===== config.mk =====
export PLATFORM = sky130hd
export DESIGN_NAME = retransmit_pending_ack_table
export DESIGN_NICKNAME = d
export VERILOG_FILES = /design/src/rtl/rpat_pkg.sv /design/src/rtl/rpat_ctrl.sv /design/src/rtl/rpat_datapath.sv /design/src/rtl/retransmit_pending_ack_table.sv
export SDC_FILE = /design/constraint.sdc
export NUM_CORES = 2
export LEC_CHECK = 0
export BUFFER_PORTS_ARGS = -buffer_cell sky130_fd_sc_hd__buf_2
export CORE_MARGIN = 2
export CORE_UTILIZATION = 35
export CTS_CLUSTER_DIAMETER = 80
export DETAILED_ROUTE_END_ITERATION = 16
export SYNTH_ARGS = -nofsm -noshare
export SYNTH_HDL_FRONTEND = slang
export SYNTH_SLANG_ARGS = --single-unit

===== constraint.sdc =====
create_clock -name clk -period 6.2 [get_ports clk]
set_input_delay 1.24 -clock clk [delete_from_list [all_inputs] [get_ports clk]]
set_output_delay 1.24 -clock clk [all_outputs]
set_load 0.01 [all_outputs]

===== src/rtl/rpat_pkg.sv =====
// Shared types and constants for the retransmit pending-ack table.
// No dependencies; imported by rpat_ctrl, rpat_datapath and the top level.
package rpat_pkg;

  localparam int PENDING_DEPTH = 32;
  localparam int IDX_W         = $clog2(PENDING_DEPTH);
  localparam int CNT_W         = 6;
  localparam int SEQ_W         = 16;
  localparam int STAMP_W       = 32;
  localparam int TMO_W         = 16;
  localparam int KIND_W        = 2;
  localparam int CODE_W        = 3;

  localparam logic [TMO_W-1:0] TIMEOUT_RESET = 16'd100;
  localparam logic [CNT_W-1:0] DEPTH_CNT     = CNT_W'(PENDING_DEPTH);

  localparam logic [KIND_W-1:0] KIND_SENT = 2'd0;
  localparam logic [KIND_W-1:0] KIND_ACK  = 2'd1;
  localparam logic [KIND_W-1:0] KIND_TICK = 2'd2;

  localparam logic [CODE_W-1:0] CODE_ADDED     = 3'd0;
  localparam logic [CODE_W-1:0] CODE_FULL      = 3'd1;
  localparam logic [CODE_W-1:0] CODE_REMOVED   = 3'd2;
  localparam logic [CODE_W-1:0] CODE_NOT_FOUND = 3'd3;
  localparam logic [CODE_W-1:0] CODE_RETX      = 3'd4;
  localparam logic [CODE_W-1:0] CODE_TICK_DONE = 3'd5;

  // controller -> datapath
  typedef struct packed {
    logic              capture;   // latch request, rewind scan pointer
    logic              tick_adv;  // advance time
    logic              scan;      // issue next table read
    logic              append;    // write new entry at tail
    logic              shift_wr;  // move read entry down one slot
    logic              restamp;   // restamp the read entry
    logic              remove;    // drop one entry from the count
    logic              emit;      // load output register
    logic [CODE_W-1:0] code;
  } rpat_cmd_t;

  // datapath -> controller
  typedef struct packed {
    logic full;
    logic dv;            // read data valid for an in-range entry
    logic match;         // read sequence equals request
    logic expired;       // read entry older than timeout
    logic ptr_in_range;  // scan pointer below occupancy
  } rpat_sts_t;

endpackage


===== src/rtl/rpat_ctrl.sv =====
// Controller state machine of the retransmit pending-ack table.
// Depends on rpat_pkg; drives rpat_datapath through rpat_cmd_t.
module rpat_ctrl (
  input  logic                      clk,
  input  logic                      rst_n,
  input  logic                      start,
  input  logic [rpat_pkg::KIND_W-1:0] in_kind,
  input  rpat_pkg::rpat_sts_t       sts,
  output rpat_pkg::rpat_cmd_t       cmd,
  output logic                      busy
);
  import rpat_pkg::*;

  localparam logic [2:0] S_IDLE      = 3'd0;
  localparam logic [2:0] S_SENT      = 3'd1;
  localparam logic [2:0] S_ACK_SCAN  = 3'd2;
  localparam logic [2:0] S_ACK_SHIFT = 3'd3;
  localparam logic [2:0] S_TICK_SCAN = 3'd4;

  logic [2:0] state_r, state_nxt;

  always_ff @(posedge clk) begin
    if (!rst_n) begin
      state_r <= S_IDLE;
    end else begin
      state_r <= state_nxt;
    end
  end

  always_comb begin
    cmd       = '0;
    state_nxt = state_r;
    case (state_r)
      S_IDLE: begin
        if (start) begin
          case (in_kind)
            KIND_SENT: begin
              cmd.capture = 1'b1;
              state_nxt   = S_SENT;
            end
            KIND_ACK: begin
              cmd.capture = 1'b1;
              state_nxt   = S_ACK_SCAN;
            end
            KIND_TICK: begin
              cmd.capture  = 1'b1;
              cmd.tick_adv = 1'b1;
              state_nxt    = S_TICK_SCAN;
            end
            default: ;  // unused kind: no effect, no result
          endcase
        end
      end
      S_SENT: begin
        cmd.emit  = 1'b1;
        state_nxt = S_IDLE;
        if (sts.full) begin
          cmd.code = CODE_FULL;
        end else begin
          cmd.append = 1'b1;
          cmd.code   = CODE_ADDED;
        end
      end
      S_ACK_SCAN: begin
        cmd.scan = 1'b1;
        if (sts.dv && sts.match) begin
          state_nxt = S_ACK_SHIFT;
        end else if (!sts.dv && !sts.ptr_in_range) begin
          cmd.emit  = 1'b1;
          cmd.code  = CODE_NOT_FOUND;
          state_nxt = S_IDLE;
        end
      end
      S_ACK_SHIFT: begin
        cmd.scan = 1'b1;
        if (sts.dv) begin
          cmd.shift_wr = 1'b1;
        end else begin
          cmd.remove = 1'b1;
          cmd.emit   = 1'b1;
          cmd.code   = CODE_REMOVED;
          state_nxt  = S_IDLE;
        end
      end
      S_TICK_SCAN: begin
        cmd.scan = 1'b1;
        if (sts.dv && sts.expired) begin
          cmd.restamp = 1'b1;
          cmd.emit    = 1'b1;
          cmd.code    = CODE_RETX;
        end else if (!sts.dv && !sts.ptr_in_range) begin
          cmd.emit  = 1'b1;
          cmd.code  = CODE_TICK_DONE;
          state_nxt = S_IDLE;
        end
      end
      default: begin
        state_nxt = S_IDLE;
      end
    endcase
  end

  assign busy = (state_r != S_IDLE);

endmodule


===== src/rtl/rpat_datapath.sv =====
// Datapath of the retransmit pending-ack table: entry memories, counters,
// timer, timeout register and result register. Depends on rpat_pkg.
module rpat_datapath (
  input  logic                        clk,
  input  logic                        rst_n,
  input  logic [rpat_pkg::SEQ_W-1:0]  in_sequence_req,
  input  logic                        cfg_we,
  input  logic [rpat_pkg::TMO_W-1:0]  cfg_wdata,
  input  rpat_pkg::rpat_cmd_t         cmd,
  output rpat_pkg::rpat_sts_t         sts,
  output logic                        out_strobe,
  output logic [rpat_pkg::CODE_W-1:0] out_code,
  output logic [rpat_pkg::SEQ_W-1:0]  out_chunk_number,
  output logic [rpat_pkg::CNT_W-1:0]  out_pending_total,
  output logic                        out_last
);
  import rpat_pkg::*;

  logic [SEQ_W-1:0]   seq_mem   [PENDING_DEPTH];
  logic [STAMP_W-1:0] stamp_mem [PENDING_DEPTH];

  logic [SEQ_W-1:0]   rd_seq_r;
  logic [STAMP_W-1:0] rd_stamp_r;

  logic [CNT_W-1:0]   occ_r, occ_nxt;
  logic [STAMP_W-1:0] now_r, now_nxt;
  logic [TMO_W-1:0]   timeout_r, timeout_nxt;
  logic [SEQ_W-1:0]   req_r;
  logic [CNT_W-1:0]   ptr_r, ptr_nxt;
  logic [CNT_W-1:0]   data_idx_r;
  logic               dv_r, dv_nxt;

  logic               out_strobe_r;
  logic [CODE_W-1:0]  out_code_r;
  logic [SEQ_W-1:0]   out_chunk_r;
  logic [CNT_W-1:0]   out_pending_r;

  logic               ptr_in_range;
  logic [STAMP_W-1:0] age;
  logic [CNT_W-1:0]   shift_dst;
  logic [SEQ_W-1:0]   chunk_sel;

  logic               seq_we, stamp_we;
  logic [IDX_W-1:0]   seq_waddr, stamp_waddr, rd_addr;
  logic [SEQ_W-1:0]   seq_wdata;
  logic [STAMP_W-1:0] stamp_wdata;

  assign ptr_in_range = (ptr_r < occ_r);
  assign age          = now_r - rd_stamp_r;
  assign shift_dst    = data_idx_r - CNT_W'(1);
  assign rd_addr      = ptr_r[IDX_W-1:0];

  assign sts.full         = (occ_r >= DEPTH_CNT);
  assign sts.dv           = dv_r;
  assign sts.match        = (rd_seq_r == req_r);
  assign sts.expired      = (age > {{(STAMP_W-TMO_W){1'b0}}, timeout_r});
  assign sts.ptr_in_range = ptr_in_range;

  // write port steering
  always_comb begin
    seq_we      = cmd.append | cmd.shift_wr;
    stamp_we    = cmd.append | cmd.shift_wr | cmd.restamp;
    seq_waddr   = occ_r[IDX_W-1:0];
    seq_wdata   = req_r;
    stamp_waddr = occ_r[IDX_W-1:0];
    stamp_wdata = now_r;
    if (cmd.shift_wr) begin
      seq_waddr   = shift_dst[IDX_W-1:0];
      seq_wdata   = rd_seq_r;
      stamp_waddr = shift_dst[IDX_W-1:0];
      stamp_wdata = rd_stamp_r;
    end else if (cmd.restamp) begin
      stamp_waddr = data_idx_r[IDX_W-1:0];
    end
  end

  always_ff @(posedge clk) begin
    if (seq_we) begin
      seq_mem[seq_waddr] <= seq_wdata;
    end
    rd_seq_r <= seq_mem[rd_addr];
  end

  always_ff @(posedge clk) begin
    if (stamp_we) begin
      stamp_mem[stamp_waddr] <= stamp_wdata;
    end
    rd_stamp_r <= stamp_mem[rd_addr];
  end

  always_comb begin
    occ_nxt = occ_r;
    if (cmd.append) begin
      occ_nxt = occ_r + CNT_W'(1);
    end else if (cmd.remove) begin
      occ_nxt = occ_r - CNT_W'(1);
    end
    now_nxt     = cmd.tick_adv ? now_r + STAMP_W'(1) : now_r;
    timeout_nxt = cfg_we ? cfg_wdata : timeout_r;
    ptr_nxt     = ptr_r;
    dv_nxt      = cmd.scan & ptr_in_range;
    if (cmd.capture) begin
      ptr_nxt = '0;
      dv_nxt  = 1'b0;
    end else if (cmd.scan && ptr_in_range) begin
      ptr_nxt = ptr_r + CNT_W'(1);
    end
  end

  always_comb begin
    case (cmd.code)
      CODE_RETX:      chunk_sel = rd_seq_r;
      CODE_TICK_DONE: chunk_sel = '0;
      default:        chunk_sel = req_r;
    endcase
  end

  always_ff @(posedge clk) begin
    if (!rst_n) begin
      occ_r        <= '0;
      now_r        <= '0;
      timeout_r    <= TIMEOUT_RESET;
      ptr_r        <= '0;
      dv_r         <= 1'b0;
      out_strobe_r <= 1'b0;
    end else begin
      occ_r        <= occ_nxt;
      now_r        <= now_nxt;
      timeout_r    <= timeout_nxt;
      ptr_r        <= ptr_nxt;
      dv_r         <= dv_nxt;
      out_strobe_r <= cmd.emit;
    end
  end

  always_ff @(posedge clk) begin
    data_idx_r <= ptr_r;
    if (cmd.capture) begin
      req_r <= in_sequence_req;
    end
    if (cmd.emit) begin
      out_code_r    <= cmd.code;
      out_chunk_r   <= chunk_sel;
      out_pending_r <= occ_nxt;
    end
  end

  assign out_strobe        = out_strobe_r;
  assign out_code          = out_code_r;
  assign out_chunk_number  = out_chunk_r;
  assign out_pending_total = out_pending_r;
  assign out_last          = (out_code_r != CODE_RETX);

`ifndef NO_ASSERTIONS
  a_occ_bound: assert property (@(posedge clk) disable iff (!rst_n)
    occ_r <= DEPTH_CNT) else $error("occupancy beyond table depth");

  a_append_room: assert property (@(posedge clk) disable iff (!rst_n)
    cmd.append |-> !sts.full) else $error("append into full table");

  a_shift_valid: assert property (@(posedge clk) disable iff (!rst_n)
    cmd.shift_wr |-> (dv_r && data_idx_r != '0 && data_idx_r < occ_r))
    else $error("shift write without a valid in-range entry");

  a_restamp_expired: assert property (@(posedge clk) disable iff (!rst_n)
    cmd.restamp |-> (dv_r && sts.expired && data_idx_r < occ_r))
    else $error("restamp of an entry that is not expired");
`endif

endmodule


===== src/rtl/retransmit_pending_ack_table.sv =====
// Retransmit pending-ack table, top level: rpat_ctrl plus rpat_datapath (rpat_pkg).
// A sent item gives one result; an ack or a tick walks the table and ends with
//   a final result. busy is high while an item is worked on, and a new item is
//   taken only while busy is low; the walk reads one entry per cycle through one
//   read address shared by the sequence and stamp memories.
// Reset (rst_n low, sync): empty table, time 0, timeout 100; no stall input.
module retransmit_pending_ack_table (
  input  logic                        clk,
  input  logic                        rst_n,
  // input item
  input  logic                        start,
  output logic                        busy,
  input  logic [rpat_pkg::KIND_W-1:0] in_kind,
  input  logic [rpat_pkg::SEQ_W-1:0]  in_sequence_req,
  // timeout register
  input  logic                        cfg_we,
  input  logic [rpat_pkg::TMO_W-1:0]  cfg_wdata,
  // result items
  output logic                        out_strobe,
  output logic [rpat_pkg::CODE_W-1:0] out_code,
  output logic [rpat_pkg::SEQ_W-1:0]  out_chunk_number,
  output logic [rpat_pkg::CNT_W-1:0]  out_pending_total,
  output logic                        out_last
);
  import rpat_pkg::*;

  // command and status between the two halves
  rpat_cmd_t cmd;
  rpat_sts_t sts;

  // Sequencer: decodes the item kind at transfer; sent appends, ack and tick walk
  // the table: ack = search then close the gap, tick = age check and restamp.
  rpat_ctrl u_ctrl (
    .clk     (clk),
    .rst_n   (rst_n),
    .start   (start),
    .in_kind (in_kind),
    .sts     (sts),
    .cmd     (cmd),
    .busy    (busy)
  );

  // Entry memories (sequence, stamp), occupancy, tick counter, timeout and
  // the output register. Every result leaves through that register.
  rpat_datapath u_dp (
    .clk               (clk),
    .rst_n             (rst_n),
    .in_sequence_req   (in_sequence_req),
    .cfg_we            (cfg_we),
    .cfg_wdata         (cfg_wdata),
    .cmd               (cmd),
    .sts               (sts),
    .out_strobe        (out_strobe),
    .out_code          (out_code),
    .out_chunk_number  (out_chunk_number),
    .out_pending_total (out_pending_total),
    .out_last          (out_last)
  );

endmodule


==> results.json <==
{
  "r2r_start": "u_dp.now_r[0]",
  "fillCellCount": 17000,
  "final_common_cell": "edfxtp_1",
  "cp_slowest_cell": "a221oi_4",
  "cts_tree": "done",
  "cp.arrival_ps": 6350,
  "fmax_mhz": 171,
  "gp_congestion": 0.831,
  "cts_buffers": 168,
  "hp-class": "flip-flop to flip-flop",
  "run_status": "complete, no violations",
  "setup_violations": 0,
  "cts_hold_buf": 0,
  "drt-initial-drc-count": 3336,
  "r2r_cells": 25,
  "hold_end": "u_dp.timeout_r[5]",
  "async_reset_ff_share_pct": 0,
  "placedInstanceArea_sq_um": 72400,
  "ant_nets": 0,
  "antenna_found_initial": 13,
  "drt_pre_antenna_iters": 7,
  "synth_edf_count": 1577,
  "initial_core_util_pct": 35.2,
  "grt_max_degree": 136,
  "synth_seq_area_share_pct": 73.5,
  "viasPerCell": 5.33,
  "die_h_um": 444,
  "slew_headroom_pct": 9.18,
  "syn_inst": 3349,
  "dr_wl_met2_um": 80600,
  "final_cell_mix": "1577 x edfxtp_1, 480 x mux4_2, 169 x clkbuf_16",
  "clkLatencyLatePin_ps": 820,
  "wl_um": 164000,
  "period_share_pct": 94.2,
  "ir_drop_uv": 233,
  "portBuffers": 65,
  "cts_sinks": 1695,
  "path_max_fanout": 23,
  "syn_area_sq_um": 67600,
  "clock_skew_ps": 35.3,
  "worstMarginPinSlew_ps": 1360,
  "rsz0062_at_grt": "false",
  "synth_ff_type": "edfxtp_1",
  "first_global_vias": 33700,
  "cts.path.max_buffers": 3,
  "post-place-ws_ps": 125,
  "yosys_warnings": 0,
  "yosys_register_bits": 1695,
  "wl_per_cell_um": 26.3,
  "fin_area_sq_um": 78000,
  "period_needed_ps": 5840,
  "wl_met1_um": 68000,
  "fin_ws_ps": 357,
  "floorplan.die_area_sq_um": 197000,
  "grt_overflow_total": 0,
  "ios": 66,
  "clkTransAtPathRegs_ps": 60,
  "crit_type": "flip-flop to flip-flop",
  "multi_input_area_sq_um": 17600,
  "clockRootBuffer": "clkbuf_16",
  "fp-row-count": 161,
  "crit_required_ps": 6700,
  "holdPathStages": 2,
  "report.final.slew_viol_count": 0,
  "r2r-end": "u_dp.stamp_mem[7][4]",
  "synth_fp_nets": 3450,
  "power_density_nw_per_um2": 296,
  "final_hold_viol_count": 0,
  "max_cap_viol_count": 0,
  "layout-drive-gt1-share_pct": 30.0,
  "nNetsFinal": 3660,
  "seq_area_sq_um": 49700,
  "dp_hpwl_um": 101000,
  "core_area_sq_um": 192000,
  "die_x_um": 444,
  "via_count": 33200,
  "grt_pass1_wl_um": 238000,
  "critPathMaxStageDelay_ps": 460,
  "hold_start": "u_dp.timeout_r[5]",
  "highest_layer": "met5",
  "leakagePower_nw": 21.8,
  "wl_met3_um": 10300,
  "drc_errors": 0,
  "avgSynthCellArea_sq_um": 20.2,
  "grt_usage_pct": 16.6,
  "area_delta_synth_final_pct": 15.4,
  "crit_top_cell": "a21oi_1",
  "cp-start-kind": "flip-flop",
  "cp-end-kind": "flip-flop",
  "synth.distinct_cells": 81,
  "hold_ws_ps": 492,
  "h-tree-depth": 4,
  "rrSetupSlack_ps": 360
}
==> state kept, by name, summed over array words and instances, names as in the netlist, 6 cells and up <==
signal	flops
u_dp.now_r	32
u_dp.rd_stamp_r	32
u_dp.out_chunk_number	16
u_dp.occ_r	6
u_dp.req_r	16
u_dp.timeout_r	16
u_dp.stamp_mem	1024
u_dp.seq_mem	512
u_dp.ptr_r	6
u_dp.out_pending_total	6
u_dp.rd_seq_r	16
==> critical path: cells and delay by family (launching register included) <==
kind	cells	cell delay, ps
buffers and inverters	4	690
adder cells (fa/ha/maj)	3	950
AO/OA/AOI/OAI	9	1840
flip-flops	1	360
XOR/XNOR	1	140
AND/OR/NAND/NOR	8	1490
==> per-stage QoR <==
step / cells / utilization, % / total power, mW / TNS [ps]
3_5_place_dp: 5902 / 37.7 / 13.2 / 0
3_3_place_gp: 5902 / 37.7 / 13.2 / 0
5_1_grt: 6227 / 40.6 / 23.8 / 0
4_1_cts: 6212 / 40.5 / 23.3 / 0
6_report: 6228 / 40.6 / 23.1 / 0
2_1_floorplan: 3349 / - / 13.0 / -165620
==> what timing repair did <==
action                                  CTS  global route
endpoints found under the setup margin    0           454
gates resized for setup                   0             8
buffers inserted                          0            12
endpoints found under the hold margin     0             0
==> how the worst max path moves through the flow <==
stage / from / end / slack, ps / cells after the start
after floorplan: u_dp.now_r[0] / u_dp.stamp_mem[17][0] / -530 / 22
after global placement: u_dp.now_r[0] / u_dp.stamp_mem[7][22] / 80 / 23
final: u_dp.now_r[0] / u_dp.stamp_mem[7][4] / 360 / 25
after CTS: u_dp.now_r[0] / u_dp.stamp_mem[12][26] / 40 / 24
after global routing: u_dp.now_r[0] / u_dp.stamp_mem[5][16] / 60 / 23
after detailed placement: u_dp.now_r[0] / u_dp.stamp_mem[12][29] / 130 / 24
==> layer usage <==
metal	vias up	global-route usage [%]
li1	14200	-
met1	17600	22.2
met2	1127	27.2
met3	249	3.06
met4	4	5.87
met5	-	0
==> Yosys cell counts, types with 5 or more instances <==
library cell | count | area share [%]
dfxtp_1 | 118 | 3.5
edfxtp_1 | 1577 | 70
nor2_1 | 105 | 0.58
nor2b_1 | 20 | 0.19
and2_1 | 42 | 0.39
nand2b_1 | 12 | 0.11
nand4_1 | 27 | 0.25
clkbuf_1 | 114 | 0.63
or3_1 | 9 | 0.083
buf_1 | 31 | 0.17
mux2i_1 | 21 | 0.31
nand3_1 | 41 | 0.30
a21oi_1 | 53 | 0.39
nor4_1 | 5 | 0.046
a31oi_1 | 11 | 0.10
o21ai_0 | 86 | 0.64
and3_1 | 9 | 0.083
nand2_1 | 149 | 0.83
ha_1 | 62 | 1.1
xor2_1 | 29 | 0.38
xnor2_1 | 44 | 0.57
mux2_2 | 48 | 0.80
a21o_1 | 13 | 0.14
inv_1 | 83 | 0.46
nor3_1 | 36 | 0.27
o21ai_1 | 6 | 0.044
buf_2 | 15 | 0.11
mux4_2 | 480 | 16
o211ai_1 | 10 | 0.11
o21a_1 | 6 | 0.067
==> where the power goes <==
group          leakage (nW)  switching (mW)  internal (mW)
combinational          5.73           0.324          0.163
clock                  2.64            4.46           5.61
sequential             13.4          0.0441           12.5
total                  21.8            4.82           18.2
==> layout make-up <==
| cell class | count | share of cell area (%) |
|---|---|---|
| sequential | 1695 | 63.8 |
| multi-input combinational | 1409 | 22.6 |
| clock buffer | 205 | 5.63 |
| tap | 2526 | 4.05 |
| timing repair buffer | 201 | 2.19 |
| clock inverter | 105 | 1.35 |
| inverter | 84 | 0.404 |
| antenna | 3 | 0.00962 |
==> kinds of logic (layout without fill, tap and decap cells) <==
group | count (synthesis) | in the layout | share of synthesized area [%]
XOR/XNOR | 73 | 73 | 0.946
AND/OR/NAND/NOR | 481 | 481 | 3.53
multiplexers | 549 | 549 | 17.1
buffers and inverters | 245 | 595 | 1.40
AO/OA/AOI/OAI | 243 | 243 | 2.32
adder cells (fa/ha/maj) | 63 | 63 | 1.18
flip-flops | 1695 | 1695 | 73.5
other | 0 | 3 | 0
(Power assumes the default switching activity.)
